[config.mk]
export PLATFORM = sky130hd
export DESIGN_NAME = sdi12_ascii_crc_append_check
export DESIGN_NICKNAME = d
export VERILOG_FILES = /design/src/rtl/sdi12crc_pkg.sv /design/src/rtl/sdi12_ascii_crc_append_check.sv
export SDC_FILE = /design/constraint.sdc
export NUM_CORES = 1
export LEC_CHECK = 0
export BUFFER_PORTS_ARGS = -buffer_cell sky130_fd_sc_hd__buf_2
export CAP_MARGIN = 20
export CORE_MARGIN = 1.5
export CORE_UTILIZATION = 35
export CTS_CLUSTER_SIZE = 24
export DETAILED_ROUTE_END_ITERATION = 8
export PLACE_DENSITY = 0.6
export SYNTH_ARGS = -nofsm -noshare
export SYNTH_HDL_FRONTEND = slang
export SYNTH_SLANG_ARGS = --single-unit
[constraint.sdc]
create_clock -name clk -period 4.5 [get_ports clk]
set_clock_uncertainty 0.1 [all_clocks]
set_input_delay 0.9 -clock clk [delete_from_list [all_inputs] [get_ports clk]]
set_output_delay 0.9 -clock clk [all_outputs]
set_load 0.01 [all_outputs]
[src/rtl/sdi12crc_pkg.sv]
// ----------------------------------------------------------------------------
// sdi12crc_pkg
// Shared constants, the sequencer state type and the byte-wide CRC-16 update
// for the SDI-12 response CRC block.
// ----------------------------------------------------------------------------
package sdi12crc_pkg;

  // crc-16, reflected polynomial, start value zero
  localparam logic [15:0] CRC_POLY = 16'hA001;
  localparam logic [15:0] CRC_INIT = 16'h0000;

  // hold-back depth per mode
  localparam int          HOLD_DEPTH  = 5;
  localparam logic [2:0]  DEPTH_CHECK = 3'd5;
  localparam logic [2:0]  DEPTH_APPND = 3'd2;
  localparam logic [2:0]  CRC_CHARS   = 3'd3;

  // mode register codes
  localparam logic MODE_APPEND = 1'b0;
  localparam logic MODE_CHECK  = 1'b1;

  // characters
  localparam logic [7:0] CHAR_CR   = 8'h0D;
  localparam logic [7:0] CHAR_LF   = 8'h0A;
  localparam logic [7:0] ASCII_OFS = 8'h40;
  localparam logic [7:0] RX_MASK   = 8'hBF;

  // flush sequencer, one-hot
  typedef enum logic [7:0] {
    ST_IDLE = 8'b0000_0001,
    ST_DATA = 8'b0000_0010,
    ST_CRC1 = 8'b0000_0100,
    ST_CRC2 = 8'b0000_1000,
    ST_CRC3 = 8'b0001_0000,
    ST_CR   = 8'b0010_0000,
    ST_LF   = 8'b0100_0000,
    ST_CHK  = 8'b1000_0000
  } state_t;

  // one character through the crc, lsb first
  function automatic logic [15:0] crc16_byte(input logic [15:0] crc, input logic [7:0] b);
    logic [15:0] r;
    r = crc ^ {8'h00, b};
    for (int k = 0; k < 8; k++) begin
      if (r[0]) begin
        r = (r >> 1) ^ CRC_POLY;
      end else begin
        r = r >> 1;
      end
    end
    return r;
  endfunction

endpackage

[src/rtl/sdi12_ascii_crc_append_check.sv]
// ----------------------------------------------------------------------------
// sdi12_ascii_crc_append_check
// SDI-12 response CRC: appends the three-character ASCII CRC and CR LF, or
// checks the received CRC and reports a mismatch flag.
// ----------------------------------------------------------------------------
// Characters of one response enter on the slave stream, one word per cycle
// while the sequencer is idle and the output slot is free, the final one
// marked by s_tlast. The newest characters are held back (two in append mode,
// five in check mode) so that a trailing CR LF and the received CRC can be
// told apart from data; a character leaving the hold is run through the
// byte-wide CRC unit in the cycle it is accepted, so words other than the last
// are taken back to back while the output is not stalled. After the last word
// the flush sequencer empties the hold through the same CRC unit, one
// character per cycle while the output slot is free, then in append mode sends
// the three CRC characters, CR and LF, and in check mode sends one word with
// the mismatch flag. No new word is taken during the flush; a new word is taken
// in the cycle that a waiting result leaves the output register. Writing the
// mode register drops any response in progress and clears the CRC.
// ----------------------------------------------------------------------------
module sdi12_ascii_crc_append_check (
  input  logic       clk,
  input  logic       rst,
  // mode register write
  input  logic       cfg_we,
  input  logic       cfg_wdata,
  // input characters
  input  logic       s_tvalid,
  output logic       s_tready,
  input  logic [7:0] s_tdata,   // [7:0] data_byte
  input  logic       s_tlast,   // last_byte
  // results
  output logic       m_tvalid,
  input  logic       m_tready,
  output logic [7:0] m_tdata,   // [7:0] out_byte
  output logic       m_tuser,   // [0] crc_mismatch
  output logic       m_tlast    // run_last
);

  // registers
  logic                   mode;
  sdi12crc_pkg::state_t   state, state_next;
  logic [15:0]            crc, crc_next;
  logic [7:0]             hold [sdi12crc_pkg::HOLD_DEPTH];
  logic [7:0]             hold_next [sdi12crc_pkg::HOLD_DEPTH];
  logic [7:0]             tail [4];
  logic [2:0]             held_count, held_count_next;
  logic [2:0]             flush_count, flush_count_next;
  logic [15:0]            rx_crc, rx_crc_next;
  logic                   out_valid, out_valid_next;
  logic [7:0]             out_byte, out_byte_next;
  logic                   out_mis, out_mis_next;
  logic                   out_last, out_last_next;

  // decode signals
  logic        slot_free, in_fire, out_load;
  logic [2:0]  depth, n_after, pos, cnt, data_cnt;
  logic        full, crlf, has_rx;
  logic [7:0]  c0, c1, c2;
  logic [19:0] rx_wide;

  assign slot_free = !out_valid || m_tready;
  assign s_tready  = (state == sdi12crc_pkg::ST_IDLE) && slot_free;
  assign in_fire   = s_tvalid && s_tready;

  assign m_tvalid = out_valid;
  assign m_tdata  = out_byte;
  assign m_tuser  = out_mis;
  assign m_tlast  = out_last;

  // hold bookkeeping for an accepted word
  always_comb begin
    depth   = (mode == sdi12crc_pkg::MODE_CHECK) ? sdi12crc_pkg::DEPTH_CHECK
                                                 : sdi12crc_pkg::DEPTH_APPND;
    full    = (held_count == depth);
    n_after = full ? depth : held_count + 3'd1;
    pos     = full ? depth - 3'd1 : held_count;
    crlf    = (n_after >= 3'd2) && (tail[0] == sdi12crc_pkg::CHAR_CR) &&
              (s_tdata == sdi12crc_pkg::CHAR_LF);
    cnt     = crlf ? n_after - 3'd2 : n_after;
    has_rx  = (mode == sdi12crc_pkg::MODE_CHECK) && (cnt >= sdi12crc_pkg::CRC_CHARS);
    data_cnt = has_rx ? cnt - sdi12crc_pkg::CRC_CHARS : cnt;
    // received crc characters, oldest first
    if (crlf) begin
      c0 = tail[3];
      c1 = tail[2];
      c2 = tail[1];
    end else begin
      c0 = tail[1];
      c1 = tail[0];
      c2 = s_tdata;
    end
    rx_wide = ({12'h000, c0 & sdi12crc_pkg::RX_MASK} << 12) |
              ({12'h000, c1 & sdi12crc_pkg::RX_MASK} << 6) |
              {12'h000, c2 & sdi12crc_pkg::RX_MASK};
  end

  // sequencer and datapath
  always_comb begin
    state_next       = state;
    crc_next         = crc;
    held_count_next  = held_count;
    flush_count_next = flush_count;
    rx_crc_next      = rx_crc;
    out_load         = 1'b0;
    out_byte_next    = out_byte;
    out_mis_next     = out_mis;
    out_last_next    = out_last;
    for (int i = 0; i < sdi12crc_pkg::HOLD_DEPTH; i++) begin
      hold_next[i] = hold[i];
    end

    unique case (state)
      sdi12crc_pkg::ST_IDLE: begin
        if (in_fire) begin
          // oldest character leaves a full hold
          if (full) begin
            crc_next = sdi12crc_pkg::crc16_byte(crc, hold[0]);
            if (mode == sdi12crc_pkg::MODE_APPEND) begin
              out_load      = 1'b1;
              out_byte_next = hold[0];
              out_mis_next  = 1'b0;
              out_last_next = 1'b0;
            end
            for (int i = 0; i < sdi12crc_pkg::HOLD_DEPTH - 1; i++) begin
              hold_next[i] = hold[i + 1];
            end
          end
          for (int i = 0; i < sdi12crc_pkg::HOLD_DEPTH; i++) begin
            if (3'(i) == pos) begin
              hold_next[i] = s_tdata;
            end
          end
          if (!s_tlast) begin
            held_count_next = n_after;
          end else begin
            held_count_next  = 3'd0;
            flush_count_next = data_cnt;
            rx_crc_next      = has_rx ? rx_wide[15:0] : 16'h0000;
            if (data_cnt != 3'd0) begin
              state_next = sdi12crc_pkg::ST_DATA;
            end else if (mode == sdi12crc_pkg::MODE_CHECK) begin
              state_next = sdi12crc_pkg::ST_CHK;
            end else begin
              state_next = sdi12crc_pkg::ST_CRC1;
            end
          end
        end
      end
      sdi12crc_pkg::ST_DATA: begin
        // drain held data, one character a cycle while the output slot is free
        if (slot_free) begin
          crc_next = sdi12crc_pkg::crc16_byte(crc, hold[0]);
          if (mode == sdi12crc_pkg::MODE_APPEND) begin
            out_load      = 1'b1;
            out_byte_next = hold[0];
            out_mis_next  = 1'b0;
            out_last_next = 1'b0;
          end
          for (int i = 0; i < sdi12crc_pkg::HOLD_DEPTH - 1; i++) begin
            hold_next[i] = hold[i + 1];
          end
          flush_count_next = flush_count - 3'd1;
          if (flush_count == 3'd1) begin
            state_next = (mode == sdi12crc_pkg::MODE_CHECK) ? sdi12crc_pkg::ST_CHK
                                                            : sdi12crc_pkg::ST_CRC1;
          end
        end
      end
      sdi12crc_pkg::ST_CRC1: begin
        if (slot_free) begin
          out_load      = 1'b1;
          out_byte_next = sdi12crc_pkg::ASCII_OFS | {4'h0, crc[15:12]};
          out_mis_next  = 1'b0;
          out_last_next = 1'b0;
          state_next    = sdi12crc_pkg::ST_CRC2;
        end
      end
      sdi12crc_pkg::ST_CRC2: begin
        if (slot_free) begin
          out_load      = 1'b1;
          out_byte_next = sdi12crc_pkg::ASCII_OFS | {2'b00, crc[11:6]};
          out_mis_next  = 1'b0;
          out_last_next = 1'b0;
          state_next    = sdi12crc_pkg::ST_CRC3;
        end
      end
      sdi12crc_pkg::ST_CRC3: begin
        if (slot_free) begin
          out_load      = 1'b1;
          out_byte_next = sdi12crc_pkg::ASCII_OFS | {2'b00, crc[5:0]};
          out_mis_next  = 1'b0;
          out_last_next = 1'b0;
          state_next    = sdi12crc_pkg::ST_CR;
        end
      end
      sdi12crc_pkg::ST_CR: begin
        if (slot_free) begin
          out_load      = 1'b1;
          out_byte_next = sdi12crc_pkg::CHAR_CR;
          out_mis_next  = 1'b0;
          out_last_next = 1'b0;
          state_next    = sdi12crc_pkg::ST_LF;
        end
      end
      sdi12crc_pkg::ST_LF: begin
        if (slot_free) begin
          out_load      = 1'b1;
          out_byte_next = sdi12crc_pkg::CHAR_LF;
          out_mis_next  = 1'b0;
          out_last_next = 1'b1;
          crc_next      = sdi12crc_pkg::CRC_INIT;
          state_next    = sdi12crc_pkg::ST_IDLE;
        end
      end
      sdi12crc_pkg::ST_CHK: begin
        if (slot_free) begin
          out_load      = 1'b1;
          out_byte_next = 8'h00;
          out_mis_next  = (rx_crc != crc);
          out_last_next = 1'b1;
          crc_next      = sdi12crc_pkg::CRC_INIT;
          state_next    = sdi12crc_pkg::ST_IDLE;
        end
      end
      default: begin
        state_next = sdi12crc_pkg::ST_IDLE;
      end
    endcase

    out_valid_next = out_load ? 1'b1 : (m_tready ? 1'b0 : out_valid);
  end

  // control registers
  always_ff @(posedge clk) begin
    if (rst) begin
      mode       <= sdi12crc_pkg::MODE_APPEND;
      state      <= sdi12crc_pkg::ST_IDLE;
      crc        <= sdi12crc_pkg::CRC_INIT;
      held_count <= 3'd0;
      out_valid  <= 1'b0;
    end else if (cfg_we) begin
      mode       <= cfg_wdata;
      state      <= sdi12crc_pkg::ST_IDLE;
      crc        <= sdi12crc_pkg::CRC_INIT;
      held_count <= 3'd0;
      out_valid  <= out_valid_next;
    end else begin
      state      <= state_next;
      crc        <= crc_next;
      held_count <= held_count_next;
      out_valid  <= out_valid_next;
    end
  end

  // payload registers
  always_ff @(posedge clk) begin
    for (int i = 0; i < sdi12crc_pkg::HOLD_DEPTH; i++) begin
      hold[i] <= hold_next[i];
    end
    // newest-first line of accepted characters
    if (in_fire) begin
      tail[0] <= s_tdata;
      for (int i = 1; i < 4; i++) begin
        tail[i] <= tail[i - 1];
      end
    end
    flush_count <= flush_count_next;
    rx_crc      <= rx_crc_next;
    out_byte    <= out_byte_next;
    out_mis     <= out_mis_next;
    out_last    <= out_last_next;
  end

endmodule
# ---- Yosys cells after proc, flatten, opt, wreduce, memory -nomap -nowiden
# Memory sizes are Yosys's and may differ from the RTL's.
# Index checks and enable logic that the tools add are counted.
dict set report word_totals {
  mem_count 2
  ff_bits 58
  ram_bits 72
}
dict set report classes {
  n_mux 124
  n_reduce_logical 28
  add_sub_neg 5
  bitwise_logic 18
  n_eq_ne 31
  order_cmp 2
}
# memory words width rd rd_clocked_by_memory_dff wr line
set memory_table {}
lappend memory_table {hold 5 8 5 0 5 sdi12_ascii_crc_append_check.sv:43} ;# logic [7:0] hold [sdi12crc_pkg::HOLD_DEPTH];
lappend memory_table {tail 4 8 4 0 4 sdi12_ascii_crc_append_check.sv:45} ;# logic [7:0] tail [4];
# cell count
set ops {}
lappend ops {{16-bit 2-to-1 mux} 54}
lappend ops {{8-bit 2-to-1 mux} 29}
lappend ops {{32-bit 2-to-1 mux} 2}
lappend ops {{32-bit case mux with 2 select lines} 1}
lappend ops {{8-bit case mux with 8 select lines} 1}
lappend ops {{8-bit case mux with 7 select lines} 1}
lappend ops {{16-bit case mux with 3 select lines} 1}
lappend ops {{2-bit inverter with 3-bit output} 15}
lappend ops {{40-bit 2-to-1 mux} 1}
lappend ops {{3-bit 2-to-1 mux} 9}
lappend ops {{8-bit by 4-bit equality test with 1-bit output, second input constant} 3}
lappend ops {{2-bit inequality test, second input constant} 11}
lappend ops {{1-bit 2-to-1 mux} 20}
lappend ops {{16-bit inequality test} 1}
lappend ops {{16-bit by 14-bit bitwise OR with 16-bit output} 1}
lappend ops {{16-bit by 8-bit bitwise OR with 16-bit output} 1}
lappend ops {{16-bit by 8-bit bitwise XOR with 16-bit output} 1}
lappend ops {{6-bit AND reduction} 2}
lappend ops {{10-bit AND reduction} 1}
lappend ops {{9-bit AND reduction} 1}
lappend ops {{8-bit by 1-bit equality test with 1-bit output, second input constant} 1}
lappend ops {{8-bit by 2-bit equality test with 1-bit output, second input constant} 1}
lappend ops {{8-bit by 3-bit equality test with 1-bit output, second input constant} 1}
lappend ops {{8-bit by 5-bit equality test with 1-bit output, second input constant} 1}
lappend ops {{33 further kinds} 48}

# ---- Logic depth before layout (Yosys ltp)
# Gate-level depths: netlist of the first run.
# An unclocked memory read counts as a cell.
dict set report logic_depth {
  word_depth 42
  mapped_depth 20
  ltp_nobuf 18
}

# ---- Worst setup path before layout of the first run
# Ideal clock, no wire load.
dict set report synth_path {
  path_type {in2reg}
  start {input port s_tdata[2]}
  end {register rx_crc[10] (data pin)}
  arrival_ns 3.496
  path_slack_ns 0.638
  n_path_buf 3
  stages 15
  required_time_ns 4.134
  cell_sequence {nor4bb_1 -> nand4_1 -> a311oi_2 -> buf_4 -> xnor2_1 -> inv_1 -> ha_1 -> ha_1 -> inv_1 -> a21oi_1 -> a41o_1 -> mux2i_1 -> buf_2 -> buf_1 -> nor2_1}
}
dict set report synth_between {
  elab_chain_len 5
  elab_cells_between_ends 8
  classes_between {1 x order compare; 1 x eq/ne; 2 x mux; 2 x bitwise; 2 x reduce/logical}
}
# element line
set synth_rtl {}
lappend synth_rtl {{start, declared} sdi12_ascii_crc_append_check.sv:29} ;# input logic [7:0] s_tdata,
lappend synth_rtl {{8-bit by 4-bit equality test with 1-bit output *} sdi12_ascii_crc_append_check.sv:78} ;# (s_tdata == sdi12crc_pkg::CHAR_LF);
lappend synth_rtl {{1-bit logical AND *} sdi12_ascii_crc_append_check.sv:77} ;# crlf = (n_after >= 3'd2) && (tail[0] == sdi12crc_pkg::CHAR_CR) &&
lappend synth_rtl {{3-bit 2-to-1 mux or 8-bit 2-to-1 mux (tied branches)} {sdi12_ascii_crc_append_check.sv:79, sdi12_ascii_crc_append_check.sv:83}}
lappend synth_rtl {{3-bit by 2-bit >= comparator with 1-bit output or 16-bit by 14-bit bitwise OR with 16-bit output (tied branches)} {sdi12_ascii_crc_append_check.sv:80, sdi12_ascii_crc_append_check.sv:92}}
lappend synth_rtl {{1-bit logical AND or 16-bit by 8-bit bitwise OR with 16-bit output (tied branches)} {sdi12_ascii_crc_append_check.sv:80, sdi12_ascii_crc_append_check.sv:93}}
lappend synth_rtl {{end signal, assigned} sdi12_ascii_crc_append_check.sv:268} ;# rx_crc <= rx_crc_next;
lappend synth_rtl {{end, declared} sdi12_ascii_crc_append_check.sv:48} ;# logic [15:0] rx_crc, rx_crc_next;
# Every way passes the cells marked *; elsewhere a longest branch is shown, timed or not.
# A chain may end at the register's enable or synchronous reset.

# ---- Worst setup path in the final report of the first run
dict set report layout_path {
  start {register held_count[1]}
  end {register flush_count[2] (data pin)}
}
dict set report layout_between {
  elab_chain_len 12
  elab_cells_between_ends 15
  classes_between {3 x add/sub; 2 x order compare; 1 x eq/ne; 6 x mux; 3 x reduce/logical}
}
# element line
set layout_rtl {}
lappend layout_rtl {{start, declared} sdi12_ascii_crc_append_check.sv:46} ;# logic [2:0] held_count, held_count_next;
lappend layout_rtl {{start signal, assigned} sdi12_ascii_crc_append_check.sv:250} ;# held_count <= held_count_next;
lappend layout_rtl {{3-bit by 1-bit adder with 3-bit output or 3-bit equality test (tied branches)} {sdi12_ascii_crc_append_check.sv:75, sdi12_ascii_crc_append_check.sv:74}}
lappend layout_rtl {{3-bit 2-to-1 mux *} sdi12_ascii_crc_append_check.sv:75} ;# n_after = full ? depth : held_count + 3'd1;
lappend layout_rtl {{3-bit by 2-bit >= comparator with 1-bit output} sdi12_ascii_crc_append_check.sv:77}
lappend layout_rtl {{1-bit logical AND (2 in series)} sdi12_ascii_crc_append_check.sv:77}
lappend layout_rtl {{3-bit 2-to-1 mux *} sdi12_ascii_crc_append_check.sv:79} ;# cnt = crlf ? n_after - 3'd2 : n_after;
lappend layout_rtl {{3-bit by 2-bit >= comparator with 1-bit output} sdi12_ascii_crc_append_check.sv:80} ;# has_rx = (mode == sdi12crc_pkg::MODE_CHECK) && (cnt >= sdi12crc_pkg::CRC_CHARS);
lappend layout_rtl {{1-bit logical AND} sdi12_ascii_crc_append_check.sv:80}
lappend layout_rtl {{3-bit 2-to-1 mux *} sdi12_ascii_crc_append_check.sv:81} ;# data_cnt = has_rx ? cnt - sdi12crc_pkg::CRC_CHARS : cnt;
lappend layout_rtl {{3-bit 2-to-1 mux *} sdi12_ascii_crc_append_check.sv:133} ;# if (!s_tlast) begin
lappend layout_rtl {{3-bit 2-to-1 mux *} sdi12_ascii_crc_append_check.sv:114} ;# if (in_fire) begin
lappend layout_rtl {{3-bit case mux with 2 select lines *} sdi12_ascii_crc_append_check.sv:112} ;# unique case (state)
lappend layout_rtl {{named net flush_count_next[2]} sdi12_ascii_crc_append_check.sv:47} ;# logic [2:0] flush_count, flush_count_next;
lappend layout_rtl {{end signal, assigned} sdi12_ascii_crc_append_check.sv:267} ;# flush_count <= flush_count_next;
lappend layout_rtl {{end, declared} sdi12_ascii_crc_append_check.sv:47}
# The timed path passes the listed nets; every way through them passes the cells marked *. The select of a mux whose other input is x is not followed.

==> results.sh, run 1 <==
export IMPL_status="finished clean"
export IMPL_end_kind="flop"
export IMPL_placed_area_um2=6520
export IMPL_comb_power_share_pct=9.9
export IMPL_synth_seq_area_share_pct=55.7
export IMPL_setup_viol=0
export IMPL_critPathLaunchType="flop"
export IMPL_die_area_um2=18400
export IMPL_postRouteAntennaNets=0
export IMPL_synthDistinctLibCells=64
export IMPL_clkPwrFrac_pct=45.3
export IMPL_clk_pin_slew_ps=60
export IMPL_avgViaCountPerCell=5.16
export IMPL_synth_area_um2=6160
export IMPL_gp_congestion=0.866
export IMPL_synthesis_nets=572
export IMPL_power_frac_seq_pct=44.8
export IMPL_cts_path_max_buffers=2
export IMPL_io_buffers=26
export IMPL_peakVddDrop_mv=0.271
export IMPL_async_reset_ff_share_pct=0
export IMPL_finalPower_mw=2.99
export IMPL_final_area_um2=7110
export IMPL_synth_seq_cells=124
export IMPL_synth_top_flop_cell="edfxtp_1"
export IMPL_clock_sinks=124
export IMPL_grt_pass1_vias=4191
export IMPL_hold_viol=0
export IMPL_ios=27
export IMPL_drt_pass1_iter_count=4
export IMPL_antenna_found_initial=0
export IMPL_fmax_mhz=244
export IMPL_worst_hold_path_type="reg -> reg"
export IMPL_start_util_pct=35.8
export IMPL_power_switching_mw=0.736
export IMPL_rsz0062_at_grt="false"
export IMPL_fin_hold_ws_ps=353
export IMPL_cts_setup_buffers=0
export IMPL_layout_area_overhead_vs_synth_pct=15.4
export IMPL_post_route_period_util_pct=91.2
export IMPL_power_per_cell_area_nw_per_um2=420
export IMPL_drc_errors=0
export IMPL_drive_gt1_share_pct=14.2
export IMPL_grt_ovfl_total=0
export IMPL_sw_frac_of_total_pct=24.6
export IMPL_cp_max_fo=8
export IMPL_cts_buffers=17
export IMPL_fp_dieH_um=136
export IMPL_dp_hpwl_mm=9.40
export IMPL_worstMarginPinSlew_ps=1050
export IMPL_clock_latency_ps=410
export IMPL_cp_arrival_ps=4130
export IMPL_grt_use_total_pct=15.0
export IMPL_required_ps=4530
export IMPL_internal_power_mw=2.25
export IMPL_via_count=4211
export IMPL_yosys_warnings=0
export IMPL_final_net_count=599
export IMPL_wl_per_cell_um=16.1
export IMPL_cts_root_buf="clkbuf_16"
export IMPL_synthCells=551
export IMPL_max_slew_margin_rel_pct=29.5
export IMPL_diodes=0
export IMPL_wirelength_mm=13.1
export IMPL_htree_levels=4
export IMPL_critPathKind="reg -> reg"
export IMPL_setup_tns_ps=0
export IMPL_cts_hold_buf=0
export IMPL_synth_edff_count=95
export IMPL_rows=48
export IMPL_cap_violations=0
export IMPL_maxSlewViolCount=0
export IMPL_die_w_um=136
export IMPL_fin_crit_ps=4110
export IMPL_core_um2=17200
export IMPL_ctsResizeCount=0
export IMPL_grt_pass1_wl_mm=21.2
export IMPL_synth_avg_cell_area_um2=11.2
export IMPL_first_iter_violations=336
export IMPL_p_leak_nw=2.42
export IMPL_grt_max_degree=33
export IMPL_cts_tree="yes"
## layout by cell type (no fill, tap or decap), types with 3 or more instances in the layout
master     netlist  final
dfxtp_1         29     29
and2_1           4      4
buf_2           13     26
and4b_1          3      3
nor2b_1          4      4
xor2_1           3      3
nand3_1         11     11
nand4_1          7      7
a31oi_1          7      7
mux2i_1         49     49
o21bai_1         4      4
and3_1           3      3
xnor2_1         37     37
nand2b_1         7      7
ha_1             6      6
inv_1           13     13
a21oi_1         40     40
o21ai_0          9      9
buf_4            1     11
inv_6            0      5
clkinv_4         0      3
nor2_1          86     85
clkbuf_16        0     17
o21ai_1          4      4
nand2_1         23     23
nor3_1          21     21
a221oi_1         4      4
edfxtp_1        95     95
nor4_1           5      5
## cells by family (layout without fill, tap and decap cells)
| kind of cell | count (synthesis) | in the layout | share of synthesized area (%) |
|---|---|---|---|
| adders and majority gates | 6 | 6 | 1.22 |
| AOI/OAI and AO/OA | 94 | 94 | 10.2 |
| DFF | 124 | 124 | 55.7 |
| and+or+nand+nor | 190 | 190 | 15.2 |
| muxes | 50 | 50 | 8.14 |
| buffers and inverters | 45 | 85 | 3.19 |
| xor gates and xnor gates | 42 | 42 | 6.31 |
## path summary, 6_finish.rpt
check / startpoint / end / slack (ps) / cells after the start
hold reg to reg: tail[2][3]$_DFFE_PP_ / tail[3][3]$_DFFE_PP_ / 350 / 0
setup / recovery: held_count[1]$_SDFFE_PP0P_ / flush_count[2]$_DFFE_PP_ / 390 / 18
setup reg to reg: held_count[1]$_SDFFE_PP0P_ / flush_count[2]$_DFFE_PP_ / 390 / 18
hold / removal: tail[2][3]$_DFFE_PP_ / tail[3][3]$_DFFE_PP_ / 350 / 0
## through the flow
stage                     utilization, %  std cells  worst slack (ps)
after global placement              37.8        784               272
after global routing                41.3        816               149
final                               41.3        816               394
after CTS                           41.3        816               429
after floorplan                        -        551               638
after detailed placement            37.8        784               130
## sequential cells by signal (all words and copies together), names as in the netlist
register	cells
tail	26
m_tdata	8
held_count	3
hold	40
flush_count	3
state	8
crc	16
mode	1
rx_crc	16
m_tvalid	1
m_tlast	1
m_tuser	1
## critical path, stage by stage, from the launching register on
cell and delay [ps]:
dfxtp_1 390, buf_4 190, nor3b_1 260, o21bai_1 140, nand2_1 150, inv_1 90
ha_1 210, a311oi_2 310, buf_4 200, mux2_2 360, ha_1 230, inv_1 90
a21oi_1 70, a41o_1 210, mux2i_1 250, buf_4 190, inv_1 40, a211oi_1 250
a21oi_1 70
## synth_stat cells (6+ instances only)
cell	instances	area (um2)
mux2i_1	49	490
nand2_1	23	86.3
inv_1	13	48.8
a21oi_1	40	200
dfxtp_1	29	581
o21ai_0	9	45.0
ha_1	6	75.1
nand4_1	7	43.8
clkbuf_1	11	41.3
buf_2	13	65.1
nor3_1	21	105
nand3_1	11	55.1
edfxtp_1	95	2850
nor2_1	86	323
nand2b_1	7	43.8
a31oi_1	7	43.8
xnor2_1	37	324
## power by group through the flow
stage | clock, mW | sequential (mW) | combinational (mW)
final | 1.35 | 1.34 | 0.296
after global routing | 1.43 | 1.34 | 0.325
after CTS | 1.38 | 1.34 | 0.296
after detailed placement | 0 | 1.36 | 0.294
after global placement | 0 | 1.36 | 0.290
after floorplan | 0 | 1.35 | 0.224
## area by class of cell
cell class / instances / area (um2)
Clock inverter: 15 / 163
Clock buffer: 17 / 425
Fill cell: 1648 / 10100
Multi-Input combinational cell: 382 / 2540
Tap cell: 225 / 282
Timing Repair Buffer: 37 / 213
Inverter: 16 / 60.1
Sequential cell: 124 / 3430
## routing by layer
| layer | vias up | GRT usage, % | share of wire, % |
|---|---|---|---|
| met5 | - | 0 | 0 |
| met4 | 0 | 5.26 | 0.81 |
| met3 | 13 | 3.67 | 4.0 |
| met2 | 92 | 25.0 | 49 |
| met1 | 2032 | 19.0 | 46 |
| li1 | 2074 | - | - |
Power figures use the tool's default switching activity.
==> inputs of run 2 (changes only) <==
Clock period 4.5 ns to 4.3 ns, I/O delays scaled along.
==> run 2 against run 1 <==
  * Cell count grew 0.61%
  * First-iteration DRC count grew 4.2%
  * Setup slack lost 99 ps
  * Power grew 5.7%
  * Sequential share of layout area shrank 0.42 points
  * Fmax grew 2.5%
  * Via count grew 0.74%
  * Critical path depth is the same
  * Register-to-register slack lost 99 ps
  * Core utilization grew 0.36 points
  * Combinational power grew 5%
==> results.sh, run 2 (synthesis gave the netlist of run 1 again) <==
export IMPL_grt_pass1_wl_mm=21.7
export IMPL_worst_path_buf_inv=4
export IMPL_largest_reg_flops=40
export IMPL_cts_root_buf="clkbuf_16"
export IMPL_slowest_stage="dfxtp_1"
export IMPL_cp_arrival_ps=4240
export IMPL_status="finished clean"
export IMPL_gp_congestion=0.880
export IMPL_rsz0062_at_grt="false"
export IMPL_n_fill_cell=1624
export IMPL_hold_viol=0
export IMPL_setup_slack_ps=295
export IMPL_dp_hpwl_mm=9.80
export IMPL_final_cell_mix="95 x edfxtp_1, 85 x nor2_1, 49 x mux2i_1"
export IMPL_end_kind="flop"
export IMPL_max_slew_margin_rel_pct=33.0
export IMPL_slowest_delay_ps=420
export IMPL_cts_setup_buffers=0
export IMPL_setup_tns_ps=0
export IMPL_post_route_period_util_pct=93.1
export IMPL_regMostFlops="hold"
export IMPL_wl_per_cell_um=16.5
export IMPL_ios=27
export IMPL_clock_latency_ps=420
export IMPL_cts_buffers=17
export IMPL_maxSlewViolCount=0
export IMPL_layout_area_overhead_vs_synth_pct=16.4
export IMPL_multi_input_area_um2=2550
export IMPL_fmax_mhz=250
export IMPL_cap_violations=0
export IMPL_wirelength_mm=13.6
export IMPL_htree_levels=4
export IMPL_peakVddDrop_mv=0.309
export IMPL_antenna_found_initial=0
export IMPL_final_core_util_pct=41.6
export IMPL_avgViaCountPerCell=5.17
export IMPL_setup_viol=0
export IMPL_placed_cells=789
export IMPL_grt_max_degree=33
export IMPL_rows=48
export IMPL_grt_pass1_vias=4091
export IMPL_die_area_um2=18400
export IMPL_cts_path_max_buffers=2
export IMPL_start_util_pct=35.8
export IMPL_diodes=0
export IMPL_cts_tree="yes"
export IMPL_cp_max_fo=7
export IMPL_critPathKind="reg -> reg"
export IMPL_path_delay_family="compound AO/OA/AOI/OAI gates"
export IMPL_clock_sinks=124
export IMPL_worst_hold_path_type="reg -> reg"
export IMPL_via_count=4242
export IMPL_cts_hold_buf=0
export IMPL_postRouteAntennaNets=0
export IMPL_fp_dieH_um=136
export IMPL_first_iter_violations=350
export IMPL_grt_use_total_pct=15.6
export IMPL_final_common_cell="edfxtp_1"
export IMPL_reg_largest_list="hold (40), tail (26)"
export IMPL_required_ps=4540
export IMPL_p_leak_nw=2.46
export IMPL_drc_errors=0
export IMPL_dp_slack_ps=48.3
export IMPL_grt_ovfl_total=0
export IMPL_clk_pin_slew_ps=60
export IMPL_core_um2=17200
export IMPL_worstMarginPinSlew_ps=998
export IMPL_fin_crit_ps=4000
export IMPL_crit_chain="buf_4 -> nor3b_1 -> o21bai_1 -> nand2_1 -> inv_1 -> ha_1 -> a311oi_4 -> xnor2_1 -> inv_1 -> ha_1 -> ha_1 -> inv_1 -> a21oi_1 -> a41o_1 -> mux2i_1 -> nand3_1 -> a2111oi_2 -> o2bb2ai_1"
export IMPL_critPathLaunchType="flop"
export IMPL_drt_pass1_iter_count=5
export IMPL_drive_gt1_share_pct=15.3
export IMPL_fin_cells=821
export IMPL_seqCellArea_um2=3430
export IMPL_final_net_count=604
export IMPL_die_w_um=136
export IMPL_io_buffers=26
export IMPL_power_per_cell_area_nw_per_um2=440
-- run 2: final cells by class --
cell class | instances | area share [%]
flip-flops and latches | 124 | 47.9
clock inverters | 15 | 2.42
well taps | 225 | 3.92
repair buffers | 42 | 3.49
inverters | 16 | 0.837
clock buffers | 17 | 5.93
multi-input cells | 382 | 35.5
-- run 2: through the flow --
step | power, mW | cell area [um2] | hold WS (ps)
after detailed placement | 1.74 | 6560 | 336
after global routing | 3.27 | 7170 | 360
after CTS | 3.18 | 7160 | 347
final | 3.16 | 7170 | 347
after global placement | 1.73 | 6560 | 331
after floorplan | 1.65 | 6160 | 326
-- run 2: final timing paths --
path / start / end / slack [ps] / cells past startpoint
worst min register to register: tail[2][1]$_DFFE_PP_ / tail[3][1]$_DFFE_PP_ / 350 / 0
worst max-delay path: held_count[1]$_SDFFE_PP0P_ / state[7]$_SDFFE_PP0P_ / 300 / 18
worst max register to register: held_count[1]$_SDFFE_PP0P_ / state[7]$_SDFFE_PP0P_ / 300 / 18
worst min-delay path: tail[2][1]$_DFFE_PP_ / tail[3][1]$_DFFE_PP_ / 350 / 0
-- run 2: metal layers --
metal	wire length (um)	vias up	GRT usage, %
met5	0	-	0
met3	659	13	4.49
met1	6210	2030	19.9
met4	196	0	5.20
li1	-	2087	-
met2	6510	112	25.3
-- run 2: power breakdown --
group / switching [mW] / total [mW] / internal, mW
Clock: 0.573 / 1.45 / 0.873
Combinational: 0.179 / 0.312 / 0.133
Sequential: 0.0369 / 1.40 / 1.36
Total: 0.788 / 3.16 / 2.37
-- run 2: worst reg2reg max path: stages, from the launching register on --
cell and delay (ps):
dfxtp_1 420, buf_4 190, nor3b_1 270, o21bai_1 140
nand2_1 150, inv_1 90, ha_1 230, a311oi_4 300
xnor2_1 210, inv_1 90, ha_1 190, ha_1 230
inv_1 100, a21oi_1 80, a41o_1 210, mux2i_1 230
nand3_1 170, a2111oi_2 370, o2bb2ai_1 170
-- run 2: what timing repair did --
| item | 4_1_cts | 5_1_grt |
|---|---|---|
| hold endpoints to repair | 0 | 0 |
| resized for setup | 0 | 2 |
| endpoints found under the setup margin | 0 | 3 |
